===== src/dns_pkg.sv =====
// Shared types and character constants for the decimal numeral scanner.
`default_nettype none

package dns_pkg;

   localparam int CH_W      = 8;
   localparam int REQ_LEN_W = 13;
   localparam int POW_W     = 14;
   localparam int POW_MAX   = 8191;
   localparam int POW_MIN   = -8192;

   localparam logic signed [REQ_LEN_W-1:0] REQ_LEN_RESET = -13'sd1;

   localparam logic [CH_W-1:0] CH_NUL   = 8'h00;
   localparam logic [CH_W-1:0] CH_SPACE = 8'h20;
   localparam logic [CH_W-1:0] CH_PLUS  = 8'h2B;
   localparam logic [CH_W-1:0] CH_MINUS = 8'h2D;
   localparam logic [CH_W-1:0] CH_POINT = 8'h2E;
   localparam logic [CH_W-1:0] CH_ZERO  = 8'h30;
   localparam logic [CH_W-1:0] CH_NINE  = 8'h39;
   localparam logic [CH_W-1:0] CH_UP_E  = 8'h45;
   localparam logic [CH_W-1:0] CH_LOW_E = 8'h65;

   typedef enum logic [2:0] {
      PH_IDLE,
      PH_MANT,
      PH_EXP_START,
      PH_EXP_DIGITS,
      PH_TRAIL
   } phase_type;

   typedef enum logic [3:0] {
      ACT_NONE,
      ACT_SIGN,
      ACT_MDIGIT,
      ACT_POINT,
      ACT_TO_EXP,
      ACT_TO_TRAIL,
      ACT_ESIGN,
      ACT_EDIGIT,
      ACT_END_OK,
      ACT_END_BAD
   } action_type;

   typedef struct packed {
      logic [CH_W-1:0] ch;
      logic            start_req;
   } scan_item_type;

endpackage

`default_nettype wire


===== src/dns_if.sv =====
// Channel interfaces: byte input, scan result output and length register write.
`default_nettype none

interface dns_req_if;
   logic                      valid;
   logic                      ready;
   logic [dns_pkg::CH_W-1:0]  ch;
   logic                      start_req;

   modport source (output valid, output ch, output start_req, input ready);
   modport sink   (input valid, input ch, input start_req, output ready);
endinterface

interface dns_rsp_if #(
   parameter int MANTISSA_BITS = 64,
   parameter int LENGTH_BITS   = 12
);
   logic                             valid;
   logic                             ready;
   logic                             valid_res;
   logic                             negative;
   logic [MANTISSA_BITS-1:0]         mantissa;
   logic signed [dns_pkg::POW_W-1:0] power_of_ten;
   logic [LENGTH_BITS-1:0]           consumed;
   logic                             overflow;

   modport source (output valid, output valid_res, output negative, output mantissa,
                   output power_of_ten, output consumed, output overflow, input ready);
   modport sink   (input valid, input valid_res, input negative, input mantissa,
                   input power_of_ten, input consumed, input overflow, output ready);
endinterface

interface dns_csr_if;
   logic                                 valid;
   logic                                 ready;
   logic signed [dns_pkg::REQ_LEN_W-1:0] data;

   modport source (output valid, output data, input ready);
   modport sink   (input valid, input data, output ready);
endinterface

`default_nettype wire


===== src/dns_in_stage.sv =====
// Input register: holds one accepted byte until the scan core takes it.
`default_nettype none

module dns_in_stage (
   input  wire logic                   clock,
   input  wire logic                   reset,
   dns_req_if.sink                     req,
   input  wire logic                   take,
   output logic                        item_valid,
   output dns_pkg::scan_item_type      item
);

   logic                   valid_ff;
   logic                   valid_in;
   dns_pkg::scan_item_type item_ff;
   logic                   accept;

   assign req.ready  = !valid_ff || take;
   assign accept     = req.valid && req.ready;
   assign item_valid = valid_ff;
   assign item       = item_ff;

   always_comb begin
      priority if (accept) begin
         valid_in = 1'b1;
      end else if (take) begin
         valid_in = 1'b0;
      end else begin
         valid_in = valid_ff;
      end
   end

   always_ff @(posedge clock) begin
      if (reset) begin
         valid_ff <= 1'b0;
      end else begin
         valid_ff <= valid_in;
      end
   end

   always_ff @(posedge clock) begin
      if (accept) begin
         item_ff.ch        <= req.ch;
         item_ff.start_req <= req.start_req;
      end
   end

endmodule

`default_nettype wire


===== src/dns_scan_core.sv =====
// Scan FSM and datapath: one byte per cycle while out_free, mantissa*10 plus digit.
`default_nettype none

module dns_scan_core #(
   parameter int MANTISSA_BITS = 64,
   parameter int LENGTH_BITS   = 12
) (
   input  wire logic                                 clock,
   input  wire logic                                 reset,
   input  wire logic                                 item_valid,
   input  wire dns_pkg::scan_item_type               item,
   input  wire logic                                 out_free,
   input  wire logic signed [dns_pkg::REQ_LEN_W-1:0] required_length,
   output logic                                      take,
   output logic                                      res_valid,
   output logic                                      res_valid_res,
   output logic                                      res_negative,
   output logic [MANTISSA_BITS-1:0]                  res_mantissa,
   output logic signed [dns_pkg::POW_W-1:0]          res_power,
   output logic [LENGTH_BITS-1:0]                    res_consumed,
   output logic                                      res_overflow
);

   localparam int MW    = MANTISSA_BITS;
   localparam int LW    = LENGTH_BITS;
   localparam int P_W   = LW + 2;
   localparam int PX_W  = (P_W > dns_pkg::POW_W + 1) ? P_W : dns_pkg::POW_W + 1;
   localparam int CMP_W = (LW + 1 > dns_pkg::REQ_LEN_W) ? LW + 1 : dns_pkg::REQ_LEN_W;
   localparam logic [LW-1:0] LEN_MAX = {LW{1'b1}};
   localparam logic signed [PX_W-1:0] P_HI = PX_W'(dns_pkg::POW_MAX);
   localparam logic signed [PX_W-1:0] P_LO = PX_W'(dns_pkg::POW_MIN);

   dns_pkg::phase_type  phase_ff, phase_in, cur_phase;
   dns_pkg::action_type act;

   logic [MW-1:0] mant_ff, mant_in, cur_mant;
   logic [LW-1:0] frac_ff, frac_in, cur_frac;
   logic [LW-1:0] exp_ff, exp_in, cur_exp;
   logic [LW-1:0] len_ff, len_in, cur_len, len_bump;
   logic          seen_point_ff, seen_point_in, cur_seen_point;
   logic          had_digit_ff, had_digit_in, cur_had_digit;
   logic          neg_ff, neg_in, cur_neg;
   logic          exp_neg_ff, exp_neg_in, cur_exp_neg;
   logic          exp_had_ff, exp_had_in, cur_exp_had;
   logic          sat_ff, sat_in, cur_sat;

   logic                        start;
   logic                        is_dig, is_pt, is_e, is_sp, is_minus, is_plus;
   logic [3:0]                  digit;
   logic [MW+3:0]               mant_prod;
   logic                        mant_ovf;
   logic [LW+3:0]               exp_prod;
   logic                        exp_ovf;
   logic signed [P_W-1:0]       e_val, p_val;
   logic signed [PX_W-1:0]      p_ext;
   logic signed [dns_pkg::POW_W-1:0] p_clamped;
   logic                        p_clip;
   logic signed [CMP_W-1:0]     len_x, req_x;
   logic                        ok;

   assign take  = item_valid && out_free;
   assign start = item.start_req;

   // Character classes
   assign is_dig   = (item.ch >= dns_pkg::CH_ZERO) && (item.ch <= dns_pkg::CH_NINE);
   assign is_pt    = (item.ch == dns_pkg::CH_POINT);
   assign is_e     = (item.ch == dns_pkg::CH_LOW_E) || (item.ch == dns_pkg::CH_UP_E);
   assign is_minus = (item.ch == dns_pkg::CH_MINUS);
   assign is_plus  = (item.ch == dns_pkg::CH_PLUS);
   assign is_sp    = item.ch[7] || ((item.ch != dns_pkg::CH_NUL) &&
                                    (item.ch <= dns_pkg::CH_SPACE));
   assign digit    = 4'(item.ch - dns_pkg::CH_ZERO);

   // A start byte scans against cleared state
   assign cur_phase      = start ? dns_pkg::PH_MANT : phase_ff;
   assign cur_mant       = start ? '0   : mant_ff;
   assign cur_frac       = start ? '0   : frac_ff;
   assign cur_exp        = start ? '0   : exp_ff;
   assign cur_len        = start ? '0   : len_ff;
   assign cur_seen_point = start ? 1'b0 : seen_point_ff;
   assign cur_had_digit  = start ? 1'b0 : had_digit_ff;
   assign cur_neg        = start ? 1'b0 : neg_ff;
   assign cur_exp_neg    = start ? 1'b0 : exp_neg_ff;
   assign cur_exp_had    = start ? 1'b0 : exp_had_ff;
   assign cur_sat        = start ? 1'b0 : sat_ff;

   assign len_bump = (cur_len == LEN_MAX) ? cur_len : cur_len + 1'b1;

   assign mant_prod = ({4'b0000, cur_mant} << 3) + ({4'b0000, cur_mant} << 1) +
                      (MW + 4)'(digit);
   assign mant_ovf  = |mant_prod[MW+3:MW];
   assign exp_prod  = ({4'b0000, cur_exp} << 3) + ({4'b0000, cur_exp} << 1) +
                      (LW + 4)'(digit);
   assign exp_ovf   = |exp_prod[LW+3:LW];

   // Decode the byte into one action
   always_comb begin
      act = dns_pkg::ACT_NONE;
      if (start && (is_minus || is_plus)) begin
         act = dns_pkg::ACT_SIGN;
      end else begin
         unique case (cur_phase)
            dns_pkg::PH_IDLE: begin
               act = dns_pkg::ACT_NONE;
            end
            dns_pkg::PH_MANT: begin
               priority if (is_dig) act = dns_pkg::ACT_MDIGIT;
               else if (is_pt)      act = cur_seen_point ? dns_pkg::ACT_END_OK
                                                         : dns_pkg::ACT_POINT;
               else if (!cur_had_digit) act = dns_pkg::ACT_END_BAD;
               else if (is_e)       act = dns_pkg::ACT_TO_EXP;
               else if (is_sp)      act = dns_pkg::ACT_TO_TRAIL;
               else                 act = dns_pkg::ACT_END_OK;
            end
            dns_pkg::PH_EXP_START, dns_pkg::PH_EXP_DIGITS: begin
               priority if ((cur_phase == dns_pkg::PH_EXP_START) && (is_minus || is_plus))
                  act = dns_pkg::ACT_ESIGN;
               else if (is_dig)        act = dns_pkg::ACT_EDIGIT;
               else if (is_pt || is_e) act = dns_pkg::ACT_END_BAD;
               else if (!cur_exp_had)  act = dns_pkg::ACT_END_BAD;
               else if (is_sp)         act = dns_pkg::ACT_TO_TRAIL;
               else                    act = dns_pkg::ACT_END_OK;
            end
            dns_pkg::PH_TRAIL: begin
               act = is_sp ? dns_pkg::ACT_TO_TRAIL : dns_pkg::ACT_END_OK;
            end
            default: begin
               act = dns_pkg::ACT_NONE;
            end
         endcase
      end
   end

   // Next phase
   always_comb begin
      unique case (act)
         dns_pkg::ACT_NONE:     phase_in = phase_ff;
         dns_pkg::ACT_SIGN,
         dns_pkg::ACT_MDIGIT,
         dns_pkg::ACT_POINT:    phase_in = dns_pkg::PH_MANT;
         dns_pkg::ACT_TO_EXP:   phase_in = dns_pkg::PH_EXP_START;
         dns_pkg::ACT_TO_TRAIL: phase_in = dns_pkg::PH_TRAIL;
         dns_pkg::ACT_ESIGN,
         dns_pkg::ACT_EDIGIT:   phase_in = dns_pkg::PH_EXP_DIGITS;
         dns_pkg::ACT_END_OK,
         dns_pkg::ACT_END_BAD:  phase_in = dns_pkg::PH_IDLE;
         default:               phase_in = phase_ff;
      endcase
   end

   // Scan datapath
   always_comb begin
      mant_in       = cur_mant;
      frac_in       = cur_frac;
      exp_in        = cur_exp;
      len_in        = cur_len;
      seen_point_in = cur_seen_point;
      had_digit_in  = cur_had_digit;
      neg_in        = cur_neg;
      exp_neg_in    = cur_exp_neg;
      exp_had_in    = cur_exp_had;
      sat_in        = cur_sat;
      unique case (act)
         dns_pkg::ACT_SIGN: begin
            neg_in = is_minus;
            len_in = len_bump;
         end
         dns_pkg::ACT_MDIGIT: begin
            mant_in      = mant_ovf ? {MW{1'b1}} : mant_prod[MW-1:0];
            had_digit_in = 1'b1;
            len_in       = len_bump;
            if (cur_seen_point) begin
               if (cur_frac == LEN_MAX) begin
                  sat_in = 1'b1;
               end else begin
                  frac_in = cur_frac + 1'b1;
               end
            end
            if (mant_ovf) begin
               sat_in = 1'b1;
            end
         end
         dns_pkg::ACT_POINT: begin
            seen_point_in = 1'b1;
            len_in        = len_bump;
         end
         dns_pkg::ACT_TO_EXP, dns_pkg::ACT_TO_TRAIL: begin
            len_in = len_bump;
         end
         dns_pkg::ACT_ESIGN: begin
            exp_neg_in = is_minus;
            len_in     = len_bump;
         end
         dns_pkg::ACT_EDIGIT: begin
            exp_in     = exp_ovf ? LEN_MAX : exp_prod[LW-1:0];
            exp_had_in = 1'b1;
            len_in     = len_bump;
            if (exp_ovf) begin
               sat_in = 1'b1;
            end
         end
         default: begin
         end
      endcase
   end

   // Result fields from the state the ending byte sees
   assign e_val = cur_exp_neg ? -$signed({2'b00, cur_exp}) : $signed({2'b00, cur_exp});
   assign p_val = e_val - $signed({2'b00, cur_frac});
   assign p_ext = PX_W'(p_val);

   always_comb begin
      priority if (p_ext > P_HI) begin
         p_clamped = dns_pkg::POW_W'(P_HI);
         p_clip    = 1'b1;
      end else if (p_ext < P_LO) begin
         p_clamped = dns_pkg::POW_W'(P_LO);
         p_clip    = 1'b1;
      end else begin
         p_clamped = dns_pkg::POW_W'(p_ext);
         p_clip    = 1'b0;
      end
   end

   assign len_x = CMP_W'($signed({1'b0, cur_len}));
   assign req_x = CMP_W'(required_length);
   assign ok    = (act == dns_pkg::ACT_END_OK) && cur_had_digit && !(len_x < req_x);

   assign res_valid     = take && ((act == dns_pkg::ACT_END_OK) ||
                                   (act == dns_pkg::ACT_END_BAD));
   assign res_valid_res = ok;
   assign res_negative  = ok && cur_neg;
   assign res_mantissa  = ok ? cur_mant : '0;
   assign res_power     = ok ? p_clamped : '0;
   assign res_consumed  = ok ? cur_len : '0;
   assign res_overflow  = ok && (cur_sat || p_clip);

   always_ff @(posedge clock) begin
      if (reset) begin
         phase_ff      <= dns_pkg::PH_IDLE;
         mant_ff       <= '0;
         frac_ff       <= '0;
         exp_ff        <= '0;
         len_ff        <= '0;
         seen_point_ff <= 1'b0;
         had_digit_ff  <= 1'b0;
         neg_ff        <= 1'b0;
         exp_neg_ff    <= 1'b0;
         exp_had_ff    <= 1'b0;
         sat_ff        <= 1'b0;
      end else if (take) begin
         phase_ff      <= phase_in;
         mant_ff       <= mant_in;
         frac_ff       <= frac_in;
         exp_ff        <= exp_in;
         len_ff        <= len_in;
         seen_point_ff <= seen_point_in;
         had_digit_ff  <= had_digit_in;
         neg_ff        <= neg_in;
         exp_neg_ff    <= exp_neg_in;
         exp_had_ff    <= exp_had_in;
         sat_ff        <= sat_in;
      end
   end

   a_frac_needs_point: assert property (@(posedge clock) disable iff (reset)
      (frac_ff != '0) |-> seen_point_ff)
      else $error("fraction digits counted without a decimal point");

   a_mant_needs_digit: assert property (@(posedge clock) disable iff (reset)
      (mant_ff != '0) |-> had_digit_ff)
      else $error("mantissa nonzero without a mantissa digit");

   a_exp_needs_digit: assert property (@(posedge clock) disable iff (reset)
      (exp_ff != '0) |-> exp_had_ff)
      else $error("exponent nonzero without an exponent digit");

endmodule

`default_nettype wire


===== src/dns_out_stage.sv =====
// Result register: holds one scan result until the consumer takes it.
`default_nettype none

module dns_out_stage #(
   parameter int MANTISSA_BITS = 64,
   parameter int LENGTH_BITS   = 12
) (
   input  wire logic                                 clock,
   input  wire logic                                 reset,
   dns_rsp_if.source                                 rsp,
   input  wire logic                                 load,
   input  wire logic                                 valid_res,
   input  wire logic                                 negative,
   input  wire logic [MANTISSA_BITS-1:0]             mantissa,
   input  wire logic signed [dns_pkg::POW_W-1:0]     power_of_ten,
   input  wire logic [LENGTH_BITS-1:0]               consumed,
   input  wire logic                                 overflow,
   output logic                                      out_free
);

   logic                             valid_ff, valid_in;
   logic                             valid_res_ff;
   logic                             negative_ff;
   logic [MANTISSA_BITS-1:0]         mantissa_ff;
   logic signed [dns_pkg::POW_W-1:0] power_ff;
   logic [LENGTH_BITS-1:0]           consumed_ff;
   logic                             overflow_ff;

   assign out_free = !valid_ff || rsp.ready;

   always_comb begin
      priority if (load) begin
         valid_in = 1'b1;
      end else if (rsp.ready) begin
         valid_in = 1'b0;
      end else begin
         valid_in = valid_ff;
      end
   end

   always_ff @(posedge clock) begin
      if (reset) begin
         valid_ff <= 1'b0;
      end else begin
         valid_ff <= valid_in;
      end
   end

   always_ff @(posedge clock) begin
      if (load) begin
         valid_res_ff <= valid_res;
         negative_ff  <= negative;
         mantissa_ff  <= mantissa;
         power_ff     <= power_of_ten;
         consumed_ff  <= consumed;
         overflow_ff  <= overflow;
      end
   end

   assign rsp.valid        = valid_ff;
   assign rsp.valid_res    = valid_res_ff;
   assign rsp.negative     = negative_ff;
   assign rsp.mantissa     = mantissa_ff;
   assign rsp.power_of_ten = power_ff;
   assign rsp.consumed     = consumed_ff;
   assign rsp.overflow     = overflow_ff;

   a_invalid_is_zero: assert property (@(posedge clock) disable iff (reset)
      (valid_ff && !valid_res_ff) |->
         (mantissa_ff == '0 && consumed_ff == '0 && !overflow_ff && !negative_ff))
      else $error("invalid result item carries nonzero fields");

endmodule

`default_nettype wire


===== src/decimal_numeral_scanner.sv =====
// Top level of the decimal numeral scanner.
// Scans one byte per req item and emits one rsp item when a numeral ends: sign, mantissa,
// power of ten, consumed length, overflow and a validity flag (fields are zero when
// invalid). A byte with start_req set begins a new string; bytes outside a string are
// dropped. Throughput is one byte per clock unless rsp stalls: the mantissa and exponent
// registers use a combinational multiply-by-ten-and-add, which bounds the clock. An
// accepted byte is held in the input register, scanned once the result register is free,
// and any result it ends is registered there before rsp shows it. The required length
// register is written through csr and must only change while no string is in flight.
`default_nettype none

module decimal_numeral_scanner #(
   parameter int MANTISSA_BITS = 64,
   parameter int LENGTH_BITS   = 12
) (
   input  wire logic clock,
   input  wire logic reset,
   dns_req_if.sink   req_chan,
   dns_rsp_if.source rsp_chan,
   dns_csr_if.sink   csr_chan
);

   logic signed [dns_pkg::REQ_LEN_W-1:0] required_length_ff;
   logic signed [dns_pkg::REQ_LEN_W-1:0] required_length_in;

   logic                             take;
   logic                             item_valid;
   dns_pkg::scan_item_type           item;
   logic                             out_free;
   logic                             res_valid;
   logic                             res_valid_res;
   logic                             res_negative;
   logic [MANTISSA_BITS-1:0]         res_mantissa;
   logic signed [dns_pkg::POW_W-1:0] res_power;
   logic [LENGTH_BITS-1:0]           res_consumed;
   logic                             res_overflow;

   assign csr_chan.ready     = 1'b1;
   assign required_length_in = (csr_chan.valid && csr_chan.ready) ? csr_chan.data
                                                                   : required_length_ff;

   always_ff @(posedge clock) begin
      if (reset) begin
         required_length_ff <= dns_pkg::REQ_LEN_RESET;
      end else begin
         required_length_ff <= required_length_in;
      end
   end

   dns_in_stage u_in_stage (
      .clock      (clock),
      .reset      (reset),
      .req        (req_chan),
      .take       (take),
      .item_valid (item_valid),
      .item       (item)
   );

   dns_scan_core #(
      .MANTISSA_BITS (MANTISSA_BITS),
      .LENGTH_BITS   (LENGTH_BITS)
   ) u_scan_core (
      .clock           (clock),
      .reset           (reset),
      .item_valid      (item_valid),
      .item            (item),
      .out_free        (out_free),
      .required_length (required_length_ff),
      .take            (take),
      .res_valid       (res_valid),
      .res_valid_res   (res_valid_res),
      .res_negative    (res_negative),
      .res_mantissa    (res_mantissa),
      .res_power       (res_power),
      .res_consumed    (res_consumed),
      .res_overflow    (res_overflow)
   );

   dns_out_stage #(
      .MANTISSA_BITS (MANTISSA_BITS),
      .LENGTH_BITS   (LENGTH_BITS)
   ) u_out_stage (
      .clock        (clock),
      .reset        (reset),
      .rsp          (rsp_chan),
      .load         (res_valid),
      .valid_res    (res_valid_res),
      .negative     (res_negative),
      .mantissa     (res_mantissa),
      .power_of_ten (res_power),
      .consumed     (res_consumed),
      .overflow     (res_overflow),
      .out_free     (out_free)
   );

endmodule

`default_nettype wire


===== src/flat_wrapper.sv =====
// flat-port wrapper written by rule: the top's interface ports become plain ports
module decimal_numeral_scanner_flat 
#(
   parameter int MANTISSA_BITS = 64,
   parameter int LENGTH_BITS   = 12
)
  (clock, reset, req_chan_valid, req_chan_ch, req_chan_start_req, req_chan_ready, rsp_chan_valid, rsp_chan_valid_res, rsp_chan_negative, rsp_chan_mantissa, rsp_chan_power_of_ten, rsp_chan_consumed, rsp_chan_overflow, rsp_chan_ready, csr_chan_valid, csr_chan_data, csr_chan_ready);
  dns_req_if req_chan_i ();
  dns_rsp_if #(.MANTISSA_BITS(MANTISSA_BITS), .LENGTH_BITS(LENGTH_BITS)) rsp_chan_i ();
  dns_csr_if csr_chan_i ();
  input  wire logic clock;
  input  wire logic reset;
  input wire logic [$bits(req_chan_i.valid)-1:0] req_chan_valid;
  input wire logic [$bits(req_chan_i.ch)-1:0] req_chan_ch;
  input wire logic [$bits(req_chan_i.start_req)-1:0] req_chan_start_req;
  output wire logic [$bits(req_chan_i.ready)-1:0] req_chan_ready;
  output wire logic [$bits(rsp_chan_i.valid)-1:0] rsp_chan_valid;
  output wire logic [$bits(rsp_chan_i.valid_res)-1:0] rsp_chan_valid_res;
  output wire logic [$bits(rsp_chan_i.negative)-1:0] rsp_chan_negative;
  output wire logic [$bits(rsp_chan_i.mantissa)-1:0] rsp_chan_mantissa;
  output wire logic [$bits(rsp_chan_i.power_of_ten)-1:0] rsp_chan_power_of_ten;
  output wire logic [$bits(rsp_chan_i.consumed)-1:0] rsp_chan_consumed;
  output wire logic [$bits(rsp_chan_i.overflow)-1:0] rsp_chan_overflow;
  input wire logic [$bits(rsp_chan_i.ready)-1:0] rsp_chan_ready;
  input wire logic [$bits(csr_chan_i.valid)-1:0] csr_chan_valid;
  input wire logic [$bits(csr_chan_i.data)-1:0] csr_chan_data;
  output wire logic [$bits(csr_chan_i.ready)-1:0] csr_chan_ready;
  assign req_chan_i.valid = req_chan_valid;
  assign req_chan_i.ch = req_chan_ch;
  assign req_chan_i.start_req = req_chan_start_req;
  assign req_chan_ready = req_chan_i.ready;
  assign rsp_chan_valid = rsp_chan_i.valid;
  assign rsp_chan_valid_res = rsp_chan_i.valid_res;
  assign rsp_chan_negative = rsp_chan_i.negative;
  assign rsp_chan_mantissa = rsp_chan_i.mantissa;
  assign rsp_chan_power_of_ten = rsp_chan_i.power_of_ten;
  assign rsp_chan_consumed = rsp_chan_i.consumed;
  assign rsp_chan_overflow = rsp_chan_i.overflow;
  assign rsp_chan_i.ready = rsp_chan_ready;
  assign csr_chan_i.valid = csr_chan_valid;
  assign csr_chan_i.data = csr_chan_data;
  assign csr_chan_ready = csr_chan_i.ready;
  decimal_numeral_scanner #(.MANTISSA_BITS(MANTISSA_BITS), .LENGTH_BITS(LENGTH_BITS)) u_core (.clock(clock), .reset(reset), .req_chan(req_chan_i), .rsp_chan(rsp_chan_i), .csr_chan(csr_chan_i));
endmodule

===== config.mk =====
export PLATFORM = sky130hd
export DESIGN_NAME = decimal_numeral_scanner_flat
export DESIGN_NICKNAME = d
export VERILOG_FILES = /design/src/dns_pkg.sv /design/src/dns_if.sv /design/src/dns_in_stage.sv /design/src/dns_scan_core.sv /design/src/dns_out_stage.sv /design/src/decimal_numeral_scanner.sv /design/src/flat_wrapper.sv
export SDC_FILE = /design/constraint.sdc
export NUM_CORES = 1
export LEC_CHECK = 0
export ABC_AREA = 1
export BUFFER_PORTS_ARGS = -buffer_cell sky130_fd_sc_hd__buf_2
export CORE_ASPECT_RATIO = 1.2
export CORE_MARGIN = 1
export CORE_UTILIZATION = 60
export CTS_BUF_LIST = sky130_fd_sc_hd__clkbuf_16
export DETAILED_ROUTE_END_ITERATION = 7
export PLACE_DENSITY = 0.82
export SETUP_SLACK_MARGIN = 0.3
export SLEW_MARGIN = 20
export SYNTH_ARGS = -nofsm -noshare
export SYNTH_HDL_FRONTEND = slang
export SYNTH_SLANG_ARGS = --single-unit

===== constraint.sdc =====
create_clock -name clock -period 8 [get_ports clock]
set_input_delay 2 -clock clock [delete_from_list [all_inputs] [get_ports clock]]
set_output_delay 2 -clock clock [all_outputs]
set_load 0.01 [all_outputs]

# == Yosys cells after proc, flatten, opt, wreduce, memory -nomap -nowiden ==
# Cells that the tools add are included.
# W data, S select, Z words.
# totals
ff_bits,226
in_bits,27
# classes
addsub,9
n_lt_le_gt_ge,6
n_eq_ne,20
n_mux,52
bitwise_logic,1
n_reduce_logical,35
# op_table
op,count
$mux W64,3
$mux W12,10
$add A67 B65 Y68,1
$add A68 B4 Y68,1
$mux W4,11
$mux W14,2
$add A12 B1 Y12 const B,2
$eq A12 B12 Y1 const B,2
$eq A8 B6 Y1 const B,3
$mux W1,21
$add A15 B13 Y16,1
$add A16 B4 Y16,1
$eq A4 B3 Y1 const B,4
$eq A8 B7 Y1 const B,2
$le A8 B6 Y1 const B,2
$pmux W3 S5,1
$gt A14 B14 Y1 const B,1
$lt A14 B14 Y1 const B,1
$neg A12 Y14,1
$sub A14 B13 Y14,1
$lt A13 B13 Y1,1
$mux W13,1
$pmux W4 S3,1
$logic_and A1 B1 Y1,11
other kinds (21),38

# == Longest topological paths before layout ==
# Gate-level depths: netlist of run 1.
# depth
ltp_word,15
ltp_mapped,31
depth_no_buf,26

# == Cells and area by module ==
# Synthesis of run 1 repeated with hierarchy kept, for this count alone.
# unflattened
cells_unflattened,3022
area_unflattened_um2,19389.8
# modules_own_cells
mod,instances,cells_each,area_per_inst_um2,seq_area_each_um2
dns_scan_core,1,2850,15771.4,2182.1
dns_out_stage,1,98,2835.2,2812.7
decimal_numeral_scanner,1,59,465.4,260.2
dns_in_stage,1,15,317.8,290.3

# == Least setup slack after synthesis of run 1 ==
# Ideal clock, no wire load.
# synth_timing
path_kind,input -> register
startpoint,input rsp_chan_ready
endpoint,"register u_core.u_out_stage.consumed_ff[0], in the netlist u_core.u_out_stage.rsp.consumed[0] (enable)"
arrival_time_ns,6.420
required_time_ns,7.453
path_slack_ns,1.033
path_stages,5
cell_sequence,inv_1 nand2_1 nand2_1 clkbuf_1 nor2_1
# synth_via
elab_chain_len,3
# synth_rtl
element,line_no,text
start: declaration,flat_wrapper.sv:24,input wire logic [$bits(rsp_chan_i.ready)-1:0] rsp_chan_ready;
$logic_or A1 B1 Y1,dns_out_stage.sv:29,assign out_free = !valid_ff || rsp.ready;
$logic_and A1 B1 Y1,dns_scan_core.sv:61,assign take = item_valid && out_free;
$logic_and A1 B1 Y1,dns_scan_core.sv:229,assign res_valid = take && ((act == dns_pkg::ACT_END_OK) ||
via u_core.res_valid,decimal_numeral_scanner.sv:30,logic res_valid;
end signal: assignment,dns_out_stage.sv:55,consumed_ff <= consumed;
end: declaration,dns_out_stage.sv:26,logic [LENGTH_BITS-1:0] consumed_ff;
# The timed path passes the listed nets, and every way through them passes these cells.
# A chain may end at the register's enable or synchronous reset.

# == Final worst setup path of run 1 ==
# layout_timing
startpoint,register u_core.u_in_stage.item_ff (netlist bit u_core.u_in_stage.item[0])
endpoint,register u_core.u_scan_core.mant_ff[53]
# layout_rtl
element,line_no,text
start: declaration,dns_in_stage.sv:15,dns_pkg::scan_item_type item_ff;
$mux W64 *,dns_scan_core.sv:76,assign cur_mant = start ? '0 : mant_ff;
via u_core.u_scan_core.cur_mant[32],dns_scan_core.sv:36,"logic [MW-1:0] mant_ff, mant_in, cur_mant;"
$add A67 B65 Y68 *,dns_scan_core.sv:89,"assign mant_prod = ({4'b0000, cur_mant} << 3) + ({4'b0000, cur_mant} << 1) +"
$add A68 B4 Y68 *,dns_scan_core.sv:89,
$reduce_or A4 Y1,dns_scan_core.sv:91,assign mant_ovf = |mant_prod[MW+3:MW];
$mux W64 *,dns_scan_core.sv:169,mant_in = mant_ovf ? {MW{1'b1}} : mant_prod[MW-1:0];
$mux W64 *,dns_scan_core.sv:163,unique case (act)
end signal: assignment,dns_scan_core.sv:253,mant_ff <= mant_in;
end: declaration,dns_scan_core.sv:36,
# Mark *: on every way through the listed nets, which the timed path passes. The rest lies on a longest branch.

==> results of run 1 <==
## power groups by stage
stage          clock, W  sequential (W)  combinational (W)
6_report        0.00105         0.00125           0.000149
5_1_grt         0.00110         0.00125           0.000163
4_1_cts         0.00106         0.00125           0.000147
3_5_place_dp          0         0.00127           0.000147
3_3_place_gp          0         0.00127           0.000142
2_1_floorplan         0         0.00129          0.0000826
## layer usage
| layer | GRT usage | share of wire | vias to the layer above |
|---|---|---|---|
| li1 | - | - | 9635 |
| met1 | 0.4374 | 0.41 | 8883 |
| met2 | 0.6162 | 0.48 | 846 |
| met3 | 0.03485 | 0.072 | 132 |
| met4 | 0.1383 | 0.036 | 0 |
| met5 | 0 | 0 | - |
## sequential cells by signal, summed over array words and instances, names as in the netlist, 3 cells and up
signal / flops
u_core.u_out_stage.rsp.consumed: 12
u_core.u_out_stage.rsp.mantissa: 64
u_core.u_scan_core.exp_ff: 12
u_core.u_scan_core.mant_ff: 64
u_core.u_out_stage.rsp.power_of_ten: 14
u_core.u_scan_core.len_ff: 12
u_core.u_scan_core.frac_ff: 12
u_core.required_length_ff: 13
u_core.u_in_stage.item: 9
u_core.u_scan_core.phase_ff: 3
## worst max-delay path by stage
stage | from | endpoint | slack (ns) | depth (start not counted)
final | u_core.u_in_stage.item[0] | u_core.u_scan_core.mant_ff[53] | 2.03 | 20
after global routing | u_core.u_in_stage.item[0] | u_core.u_scan_core.mant_ff[53] | 1.70 | 20
after CTS | u_core.u_in_stage.item[0] | u_core.u_scan_core.mant_ff[53] | 2.16 | 20
after detailed placement | u_core.u_in_stage.item[0] | u_core.u_scan_core.mant_ff[53] | 2.21 | 20
after global placement | u_core.u_in_stage.item[0] | u_core.u_scan_core.sat_ff | 2.27 | 22
after floorplan | rsp_chan_ready | u_core.u_out_stage.rsp.consumed[0] | 1.03 | 5
## cell type report
type                            instances  area, sq um  share of cell area
Clock buffer                           25        625.6             0.03045
Tap cell                              401        501.7             0.02442
Multi-Input combinational cell       2199        11440              0.5568
Sequential cell                       226         5545              0.2699
Inverter                              439         1648             0.08019
Clock inverter                         19        102.6            0.004993
Timing Repair Buffer                  131        683.2             0.03325
## metrics by stage
step	cell area, sq um	instances
finish	20550	3440
detailed placement	19820	3396
floorplan	19090	2955
global placement	19820	3396
global route	20550	3440
CTS	20550	3440
## Yosys cell counts, drive strengths merged, types with 2 or more instances
library cell  count
a31oi             3
nand3b           13
nand4            92
edfxtp          102
o211ai            5
ha              176
and2              6
inv             433
a21oi           288
nor4              6
nor2            338
nor3             36
o31ai             2
nand3           112
o21bai           15
xnor2            42
o21ai            79
clkbuf           43
o21a              3
dfxtp           124
or2               3
a21o              4
fa                4
clkinv            6
buf              48
nand2           935
o221ai            2
nor3b             2
o22ai             2
xor2             23
## cells by family after synthesis
kind of cell             Yosys count
flip-flops                       226
AND/OR/NAND/NOR                 1544
AO/OA/AOI/OAI                    408
buffers and inverters            530
other                              1
adder cells (fa/ha/maj)          180
multiplexers                       1
XOR/XNOR                          65
## critical path: cells and delay by family, from the launching register on
family / cells / cell delay [ns]
AO/OA/AOI/OAI: 4 / 0.82
adder cells (fa/ha/maj): 2 / 0.60
buffers and inverters: 6 / 2.10
flip-flops: 1 / 0.36
AND/OR/NAND/NOR: 8 / 1.84
==> summary.txt, run 1 <==
============================================================================================
Status                                                                          complete, no violations
Register-to-register path setup slack                                                2.03 ns
Aggregate global-route resource usage                                                 0.3511
Post-layout total power                                                           0.002447 W
Endpoints failing setup                                                                    0
Leading post-synthesis cells by cell area                                       sky130_fd_sc_hd__nand2_1, sky130_fd_sc_hd__edfxtp_1, sky130_fd_sc_hd__dfxtp_1
Sequential element share of the synthesized area                                      0.2904
Worst hold path class                                                           flop to flop
Initial antenna violation count                                                            0
Cell at the slowest stage of the critical path                                  sky130_fd_sc_hd__nor2_4
Number of global-route vias before repair                                             18.35k
Stage delay of the slowest cell on the critical path                                 0.66 ns
Number of warning messages in the yosys log                                                0
Req. time, crit path                                                                 8.39 ns
Post-CTS setup buffer count                                                                0
Maximum number of buffers from clock root to sink                                          3
Worst Setup Slack post-DPL                                                          2.211 ns
Adder-Cell Fraction of Synth Area                                                     0.1195
Endpoint with the worst hold slack                                              u_core.u_scan_core.mant_ff[26]
Setup slack of the critical path after layout                                       2.034 ns
Register bit count reported by yosys                                                     226
Number of fill cells in the layout                                                      2889
Net Sw Frac                                                                           0.2470
Primary FF master, synth                                                        sky130_fd_sc_hd__dfxtp_1
Shortest period the worst path allows                                               5.966 ns
Fraction of final layout cells sized beyond drive strength 1                         0.06779
Post-synth top area cell                                                        sky130_fd_sc_hd__nand2_1
Internal                                                                          0.001843 W
Share of synthesized registers carrying an async set or reset                              0
Clock power frac                                                                       0.428
Initial standard-cell utilization of the core                                         0.6089
Last weighted congestion value of the routability-driven placer                        1.001
Aggregate negative setup slack                                                          0 ns
Estimated wirelength of the detail-placed design                                    44320 um
Maximum vdd ir drop                                                              0.0001857 V
Number of hold buffers added after cts                                                     0
Max-cap viol count                                                                         0
Pin count of the biggest net entering global routing                                      94
Post-cts resize count                                                                      0
Slew margin rel.                                                                      0.3124
Mean instance size in the synthesized netlist                                    6.461 sq um
Syn nets                                                                                3162
Antenna Diode Count                                                                        0
Commonest cells after routing, fill and taps aside                              sky130_fd_sc_hd__nand2_1, sky130_fd_sc_hd__inv_1, sky130_fd_sc_hd__nor2_1
H-tree depth                                                                               1
TritonCTS clock tree                                                                    done
Final number of max-transition violations                                                  0
Type of destination of the critical path                                                flop
Cell mode on critical path                                                      sky130_fd_sc_hd__nand2_1
Routed length per instance                                                          16.69 um
Worst endpoint data arrival time                                                     6.36 ns
DRC viols                                                                                  0
Sum of overflow across all layers after global routing                                     0
Drt first-iter violations                                                               1682
Sum of routed wire length over all layers                                           57430 um
Leakage Power                                                                       10.06 nW
Mapped Cells                                                                            2955
Synth Area in Compound Gates                                                          0.1129
Final Util                                                                            0.6553
Clock Skew                                                                        0.02038 ns
Overall die area                                                                 32540 sq um
Start-to-end type of the worst setup path                                       flop to flop
Combinational family with the most area after synthesis                         simple AND/OR/NAND/NOR gates
Final antenna-violating net count                                                          0
Basic-gate share of the synthesized area counting and, or, nand and nor cells         0.3348
RSZ-0062 raised after global routing                                                   false
I/O pins                                                                                 123
Post-route clock period utilization                                                   0.7458
Number of detailed-routing iterations run before antenna repair                            6
Cells on worst reg2reg path                                                               20
Clock tree sinks                                                                         226
Highest clock rate                                                                 167.6 MHz
Maximum fanout count along the critical path                                              53
Worst Min Path Start                                                            u_core.u_scan_core.mant_ff[26]
Total power per unit cell area                                                  119.1 nW/um^2
Type of element launching the critical path                                             flop
Pin slew with the least headroom to its limit                                       1.031 ns
Layout Area Growth over Synthesis                                                     7.621%
Vias post-DR                                                                          19.50k
Net switching component of the power                                             0.0006043 W
Most common cell after layout, fill and taps aside                              sky130_fd_sc_hd__nand2_1
Portion of total power attributed to sequential cells                                  0.511
Post-synthesis instance area                                                     19090 sq um
Number of different library cells in the post-synthesis netlist                           52
Number of clock buffers inserted by TritonCTS                                             25
Cell depth of the worst hold path                                                          2
Cells along the critical path                                                   buf_4 -> inv_2 -> buf_4 -> nand2_1 -> inv_1 -> ha_1 -> ha_1 -> nand2_1 -> inv_1 -> a21oi_1 -> nand2_1 -> a21oi_1 -> nand3_1 -> a21oi_1 -> nand2_1 -> nor2_4 -> buf_4 -> nand4_1 -> nand2_1 -> a21oi_1
Via-per-instance ratio                                                                 5.667
Worst hold margin                                                                  0.4615 ns
Worst flop-to-flop path startpoint                                              u_core.u_in_stage.item[0]
EDFF count, synth                                                                        102
Share of synthesized area spent on multiplexers                                    0.0005898
Wire length of the first global-routing pass                                        90980 um
Clock root buffer                                                               sky130_fd_sc_hd__clkbuf_16
Endpoint of the lowest-slack register-to-register path                          u_core.u_scan_core.mant_ff[53]
Clock latency on the worst-skew pair                                                 0.56 ns
Reg clk slew, reported paths                                                         0.06 ns
Number of nets at the end of the flow                                                   3229
Rows                                                                                      71
Xor/xnor cell area share of the yosys netlist                                        0.02982
Horiz. Die Dim                                                                      164.8 um
Vertical extent of the die                                                          197.4 um
Top-area cell type share of the netlist area                                          0.1824
Number of I/O port buffers                                                               121
Proportion of power drawn by combinational gates                                       0.061
Area of the core region                                                          31360 sq um
Final Hold Fails                                                                           0
============================================================================================
No activity file was read; power rests on OpenSTA's default activity.
==> run 2: changes to the inputs <==
Clock period 8 ns to 6.1 ns, I/O delays scaled along.
==> summary.txt, run 2 (synthesized netlist as in run 1, its figures left out) <==
==============================================================================
Final Util                                                              0.6611   +0.005785
Clock Skew                                                          0.02470 ns   +0.004316 ns
Reg clk slew, reported paths                                           0.06 ns   about the same
Cells on worst reg2reg path                                                 22   +10%
Type of element launching the critical path                               flop
Fraction of final layout cells sized beyond drive strength 1           0.07061   +0.002822
Cell depth of the worst hold path                                            2   unchanged
Endpoints failing setup                                                      0   unchanged
Antenna Diode Count                                                          0   unchanged
Post-cts resize count                                                        0   unchanged
Number of hold buffers added after cts                                       0   unchanged
Initial standard-cell utilization of the core                           0.6089   unchanged
Final antenna-violating net count                                            0   unchanged
Total power per unit cell area                                    165.8 nW/um^2   +39%
Leakage Power                                                         10.15 nW   +0.91%
Final Non-Filler Cells                                                    3446   +0.17%
Layout Area Growth over Synthesis                                       8.572%
Number of detailed-routing iterations run before antenna repair              8   +2
Aggregate global-route resource usage                                   0.3512   about the same
Initial antenna violation count                                              0   unchanged
Number of clock buffers inserted by TritonCTS                               25   unchanged
H-tree depth                                                                 1   unchanged
Stage delay of the slowest cell on the critical path                   0.55 ns   -0.11 ns
Start-to-end type of the worst setup path                         flop to flop
Routed length per instance                                            16.73 um   +0.23%
Number of nets at the end of the flow                                     3233   +0.12%
Max-cap viol count                                                           0   unchanged
Maximum vdd ir drop                                                0.0002586 V   +39%
Number of global-route vias before repair                               18.36k   +0.027%
Pin count of the biggest net entering global routing                        74   -21%
Worst Setup Slack post-DPL                                            1.271 ns   -0.9398 ns
Sum of routed wire length over all layers                             57660 um   +0.40%
Worst endpoint data arrival time                                       5.32 ns   -1.04 ns
Clock root buffer                                                 sky130_fd_sc_hd__clkbuf_16
Worst Min Path Start                                              u_core.u_scan_core.exp_ff[10]
Portion of total power attributed to sequential cells                    0.477   -0.034
I/O pins                                                                   123   unchanged
Endpoint with the worst hold slack                                u_core.u_scan_core.exp_ff[10]
Number of I/O port buffers                                                 121   unchanged
Clock latency on the worst-skew pair                                   0.56 ns   about the same
Post-route clock period utilization                                     0.8086   +0.06279
Commonest cells after routing, fill and taps aside                sky130_fd_sc_hd__nand2_1, sky130_fd_sc_hd__inv_1, sky130_fd_sc_hd__nor2_1
Maximum fanout count along the critical path                                54   +1.9%
Register-to-register path setup slack                                  1.17 ns   -0.87 ns
Shortest period the worst path allows                                 4.932 ns   -1.034 ns
Setup slack of the critical path after layout                         1.168 ns   -0.8660 ns
Cell at the slowest stage of the critical path                    sky130_fd_sc_hd__buf_4
Net Sw Frac                                                             0.2386   -0.008376
Aggregate negative setup slack                                            0 ns   unchanged
Via-per-instance ratio                                                   5.647   -0.37%
Worst hold path class                                             flop to flop
Sum of overflow across all layers after global routing                       0   unchanged
Status                                                            complete, no violations
Drt first-iter violations                                                 1630   -3.1%
Worst flop-to-flop path startpoint                                u_core.u_in_stage.item[0]
Final Hold Fails                                                             0   unchanged
Internal                                                            0.002617 W   +42%
Horiz. Die Dim                                                        164.8 um   unchanged
DRC viols                                                                    0   unchanged
Vias post-DR                                                            19.46k   -0.19%
Cells along the critical path                                     inv_2 -> nand2_1 -> xnor2_1 -> ha_1 -> inv_1 -> fa_1 -> nand3b_1 -> nand2_1 -> nand2_1 -> nand2_1 -> nand2_1 -> nand2_1 -> nand2_1 -> nand2_2 -> nand2_1 -> nand3_1 -> nand2_1 -> nor2_4 -> buf_4 -> nand4_1 -> nand2_1 -> a21oi_1
Final number of max-transition violations                                    0   unchanged
Maximum number of buffers from clock root to sink                            3   unchanged
Vertical extent of the die                                            197.4 um   unchanged
Cell mode on critical path                                        sky130_fd_sc_hd__nand2_1
Net switching component of the power                               0.0008200 W   +36%
Overall die area                                                   32540 sq um   unchanged
Highest clock rate                                                   202.7 MHz   +21%
Area of the core region                                            31360 sq um   unchanged
Clock power frac                                                         0.466   +0.038
RSZ-0062 raised after global routing                                     false
Slew margin rel.                                                        0.3101   -0.002377
Proportion of power drawn by combinational gates                         0.057   -0.004
Clock tree sinks                                                           226   unchanged
Post-CTS setup buffer count                                                  0   unchanged
Last weighted congestion value of the routability-driven placer          1.029   +2.9%
Req. time, crit path                                                   6.49 ns   -1.90 ns
Endpoint of the lowest-slack register-to-register path            u_core.u_scan_core.mant_ff[2]
Total placed cells including tap cells                                    3400   +0.12%
Wire length of the first global-routing pass                          90980 um   about the same
Type of destination of the critical path                                  flop
Most common cell after layout, fill and taps aside                sky130_fd_sc_hd__nand2_1
Pin slew with the least headroom to its limit                         1.034 ns   +0.002379 ns
Estimated wirelength of the detail-placed design                      44490 um   +0.40%
Rows                                                                        71   unchanged
TritonCTS clock tree                                                      done
==============================================================================
[run 2: changes by cell type in the layout (fill, tap and decap cells not counted), sizes merged]
cell,delta
clkbuf,+1
clkinvlp,-1
buf,+4
inv,+1
clkinv,-3
bufinv,+4
[run 2: routing by layer]
metal / vias to the layer above / global-route usage / routed length [um]
met2: 726 / 0.6164 / 27980
li1: 9655 / - / -
met3: 131 / 0.03233 / 3521
met1: 8946 / 0.4333 / 23830
met4: 0 / 0.1529 / 2326
met5: - / 0 / 0
[run 2: final cells by class]
class	count	area, sq um
Timing Repair Buffer	135	738.2
Fill cell	2901	10630
Inverter	439	1648
Clock inverter	20	203.9
Tap cell	401	501.7
Sequential cell	226	5545
Multi-Input combinational cell	2199	11440
Clock buffer	26	650.6
[run 2: power groups by stage]
stage / combinational, W / clock [W] / sequential (W)
2_1_floorplan: 0.000109 / 0 / 0.00168
3_3_place_gp: 0.000189 / 0 / 0.00167
3_5_place_dp: 0.000194 / 0 / 0.00167
4_1_cts: 0.000195 / 0.00162 / 0.00164
5_1_grt: 0.000215 / 0.00167 / 0.00164
6_report: 0.000197 / 0.00160 / 0.00164
[run 2: worst max path at each step]
| stage | startpoint | to |
|---|---|---|
| after floorplan | rsp_chan_ready | u_core.u_out_stage.rsp.consumed[0] |
| after global placement | u_core.u_in_stage.item[0] | u_core.u_scan_core.sat_ff |
| after detailed placement | u_core.u_in_stage.item[0] | u_core.u_scan_core.sat_ff |
| after CTS | u_core.u_in_stage.item[0] | u_core.u_scan_core.mant_ff[59] |
| after global routing | u_core.u_in_stage.item[0] | u_core.u_scan_core.sat_ff |
| final | u_core.u_in_stage.item[0] | u_core.u_scan_core.mant_ff[2] |
[run 2: critical path: cells and delay by family, from the launching register on]
kind,cells,cell delay [ns]
buffers and inverters,3,1.08
adders and majority gates,2,0.78
xor gates and xnor gates,1,0.23
AOI/OAI and AO/OA,1,0.08
DFF,1,0.40
and+or+nand+nor,15,2.13
[run 2: stage by stage]
stage	hold slack (ns)	total power, W	instance area, sq um
3_5_place_dp	0.4553	0.001865	19880
6_report	0.4639	0.003437	20730
5_1_grt	0.4812	0.003530	20730
3_3_place_gp	0.4512	0.001859	19880
2_1_floorplan	0.4292	0.001792	19100
4_1_cts	0.4649	0.003449	20730
